<file path="config.mk">
export PLATFORM = sky130hd
export DESIGN_NAME = drss_mul
export DESIGN_NICKNAME = d
export VERILOG_FILES = /design/src/drss_mul.sv
export SDC_FILE = /design/constraint.sdc
export NUM_CORES = 2
export LEC_CHECK = 0
export ABC_AREA = 1
export ABC_CLOCK_PERIOD_IN_PS = 9100
export BUFFER_PORTS_ARGS = -buffer_cell sky130_fd_sc_hd__buf_2
export CAP_MARGIN = 20
export CORE_MARGIN = 2
export CORE_UTILIZATION = 40
export DETAILED_ROUTE_END_ITERATION = 12
export PLACE_DENSITY_LB_ADDON = 0.15
export SYNTH_ARGS = -nofsm -noshare
export SYNTH_HDL_FRONTEND = slang
export SYNTH_SLANG_ARGS = --single-unit
export TNS_END_PERCENT = 5
</file>
<file path="constraint.sdc">
create_clock -name i_clk -period 9.1 [get_ports i_clk]
set_input_delay 0.455 -clock i_clk [delete_from_list [all_inputs] [get_ports i_clk]]
set_output_delay 0.455 -clock i_clk [all_outputs]
set_load 0.05 [all_outputs]
</file>
<file path="src/drss_mul.sv">
// shared 32x32 multiplier with registered product
// depends on nothing
module drss_mul (
    input  logic        i_clk,
    input  logic [31:0] i_a,
    input  logic [31:0] i_b,
    output logic [63:0] o_p
);
    logic [63:0] r_p;

    always_ff @(posedge i_clk) begin
        r_p <= 64'(i_a) * 64'(i_b);
    end

    assign o_p = r_p;
endmodule

</file>
==> summary.txt <==
Timing
  • Fin Hold WS: 0.6362 ns
  • RSZ-0062 raised after global routing: false
  • Final Hold Vio Count: 0
  • Max Freq: ~0.14 GHz
  • Final TNS setup: 0 ns
  • Period utilization: 78.70%
  • Minimum clock period: around 7 ns
  • Rel. slew slack: roughly 36%
  • Final setup fails: 0
  • Least-Margin Pin Slew: 0.9648 ns
  • Slew Limit Fails: 0

Yosys
  • Register area share after synthesis: 3.426%
  • Synth Net Count: 6247
  • Mux share of post-synthesis cell area: 0%
  • Fraction of the mapped netlist area in compound gates: 0.8531%
  • Post-Synth Simple-Gate Area: 18.80%
  • Area leader, netlist: fa_1
  • Count leader, synth: inv_1
  • Largest family of logic cells by synthesized area: adder cells
  • Adder-cell share of the synthesized area: 56.76%
  • Mapped Cells: roughly 5.0k
  • Area contributors post-synth: fa_1, inv_1, nand2_1, ha_1, dfxtp_1
  • Post-synth EDFFs: 0
  • Post-synth ARST share: 0%
  • Synth Cell Area: 37400 um^2
  • Count of different cell masters after synthesis: 23
  • Post-synth top cells: inv_1, nand2_1, fa_1
  • Synth top area share: 47.96%
  • Ys Warns: 0
  • Post-synthesis xor/xnor area fraction: 0.8196%
  • Main synth FF type: dfxtp_1
  • FF+latch count, synth: 64
  • Synth Area per Inst: 7.446 um^2

Outcome
  • Outcome: finished clean

Placement
  • Hpwl dp: ~90 mm
  • Port Buffers: approximately 130
  • GPL Wtd Cong: 0.9189

Route
  • Drt total wl: 106.8 mm
  • Max Used Layer: met4
  • Via count: a little under 30k
  • DRT antenna net count: 0
  • Met2 wire len: 53.51 mm
  • Post-route DRC: 0
  • Routed wl met3: 4.218 mm
  • Drt first pass iters: 7
  • Metal-1 WL: 46.63 mm
  • 1st-iter DRT viols: around 1.7k
  • WL/cell: between 15 and 20 um
  • Vias per std cell: 4.616

Setup path
  • Most used cell, CP: fa_1
  • Worst Setup End Kind: flop
  • CP max FO: 32
  • Worst EP arrival: around 7.4 ns
  • Required @ worst endpoint: 9.29 ns
  • Max stage delay on crit path: 0.65 ns
  • Critical path class: in -> reg
  • Setup crit start kind: input port
  • Slowest stage cell, crit path: buf_2
  • Crit path cell chain: buf_2 > nand2_1 > inv_1 > fa_1 > fa_1 > inv_1 > fa_1 > fa_1 > fa_1 > inv_1 > fa_1 > fa_1 > fa_1 > ha_1 > nand2_1 > inv_1 > nand2_1 > nand2_1 > a21oi_1 > nand3_2 > xor2_1

Die
  • Die Ht: 309.8 um
  • Site Rows: 112
  • Core Region: 93050 um^2
  • I/O pins: 129
  • Initial Util: 40.19%
  • Die ar.: 95960 um^2
  • Die X: 309.8 um

Global route
  • Pin count of the biggest net entering global routing: 33
  • Initial antenna violation count: 3
  • Total grt overflow: 0
  • Number of global-route vias before repair: 30.95k
  • Tot GR Track Use: 23.47%
  • First-pass GRT wire length: 173.2 mm

CTS
  • CTS tree: done
  • Clock buffer depth: 2
  • CTS Root Cell: clkbuf_16
  • Post-CTS setup buffers: 0
  • Clk slew on worst S/H paths: ~0.060 ns
  • Num CTS Buffers: 9
  • CTS H-Tree Depth: 3
  • TritonCTS Sinks: between 60 and 70
  • CTS resizes: 0
  • CTS Hold Bufs: 0

Finish
  • Nets@finish: 6210
  • Max FFs per register: 64
  • Share of post-route cells with drive strength above 1: under 10%
  • Syn-to-layout area delta: 5.129%

Min path
  • Min-delay worst type: in -> reg

Job
  • Number of max-cap violations: 0
-- metal layers --
| metal | vias up | track usage [%] |
|---|---|---|
| met5 | - | 0 |
| met4 | 0 | 5.011 |
| met3 | 125 | 1.728 |
| met2 | 643 | 41.45 |
| met1 | 14531 | 31.57 |
| li1 | 13535 | - |
-- through the flow --
step | cells | util (%) | worst slack [ns] | cell area, um^2
after CTS | 6245 | 42.25 | 1.973 | 39320
after global placement | 6229 | 41.92 | 1.562 | 39010
after global routing | 6246 | 42.26 | 1.652 | 39320
after detailed placement | 6229 | 41.92 | 1.632 | 39010
after floorplan | 5023 | - | 2.831 | 37400
final | 6246 | 42.26 | 1.938 | 39320
-- path summary, 6_finish.rpt --
check,cells after the start,from,endpoint
hold / removal,4,i_b[0],o_p[0]
setup / recovery,21,i_a[14],o_p[26]
-- cells in the final DEF (no fill, tap or decap) --
cell	n
nor3_2	6
clkinv_4	1
nand3_1	56
inv_2	12
a21oi_1	43
nand3_2	9
xor2_1	33
inv_1	1723
xnor2_1	2
diode_2	1
bufinv_16	1
buf_2	128
nand4_1	16
dfxtp_1	64
nor2_1	81
nor2_4	6
nand2_1	1566
clkbuf_16	9
nand2_2	15
fa_1	896
o21bai_2	1
o21bai_1	11
nor3_1	11
clkinvlp_4	2
o21ai_0	2
ha_1	263
clkinv_2	1
nor2_2	14
clkbuf_8	1
buf_4	16
inv_6	1
nor3_4	1
-- worst max-delay path, delay by kind of cell --
| kind | cells | cell delay, ns |
|---|---|---|
| AO/OA/AOI/OAI | 1 | 0.33 |
| adder cells (fa/ha/maj) | 9 | 4.45 |
| AND/OR/NAND/NOR | 5 | 0.70 |
| buffers and inverters | 5 | 0.92 |
| XOR/XNOR | 1 | 0.46 |
-- final cells by class --
| type | instances | area [um^2] |
|---|---|---|
| Clock buffer | 10 | 239.0 |
| Fill cell | 9856 | 53730 |
| Antenna cell | 1 | 2.502 |
| Multi-Input combinational cell | 3032 | 28890 |
| Clock inverter | 6 | 67.56 |
| Tap cell | 1254 | 1569 |
| Timing Repair Buffer | 144 | 760.7 |
| Inverter | 1735 | 6513 |
| Sequential cell | 64 | 1281 |
-- cell families after synthesis --
kind of cell	count (synthesis)
buf+inv	1927
fa+ha+maj	1159
compound gates	57
flops	64
simple gates	1781
xor+xnor	35
Power is left out: the tool's default activity adds up to more than one toggle a clock period on the data nets, which glitch-free logic cannot reach.
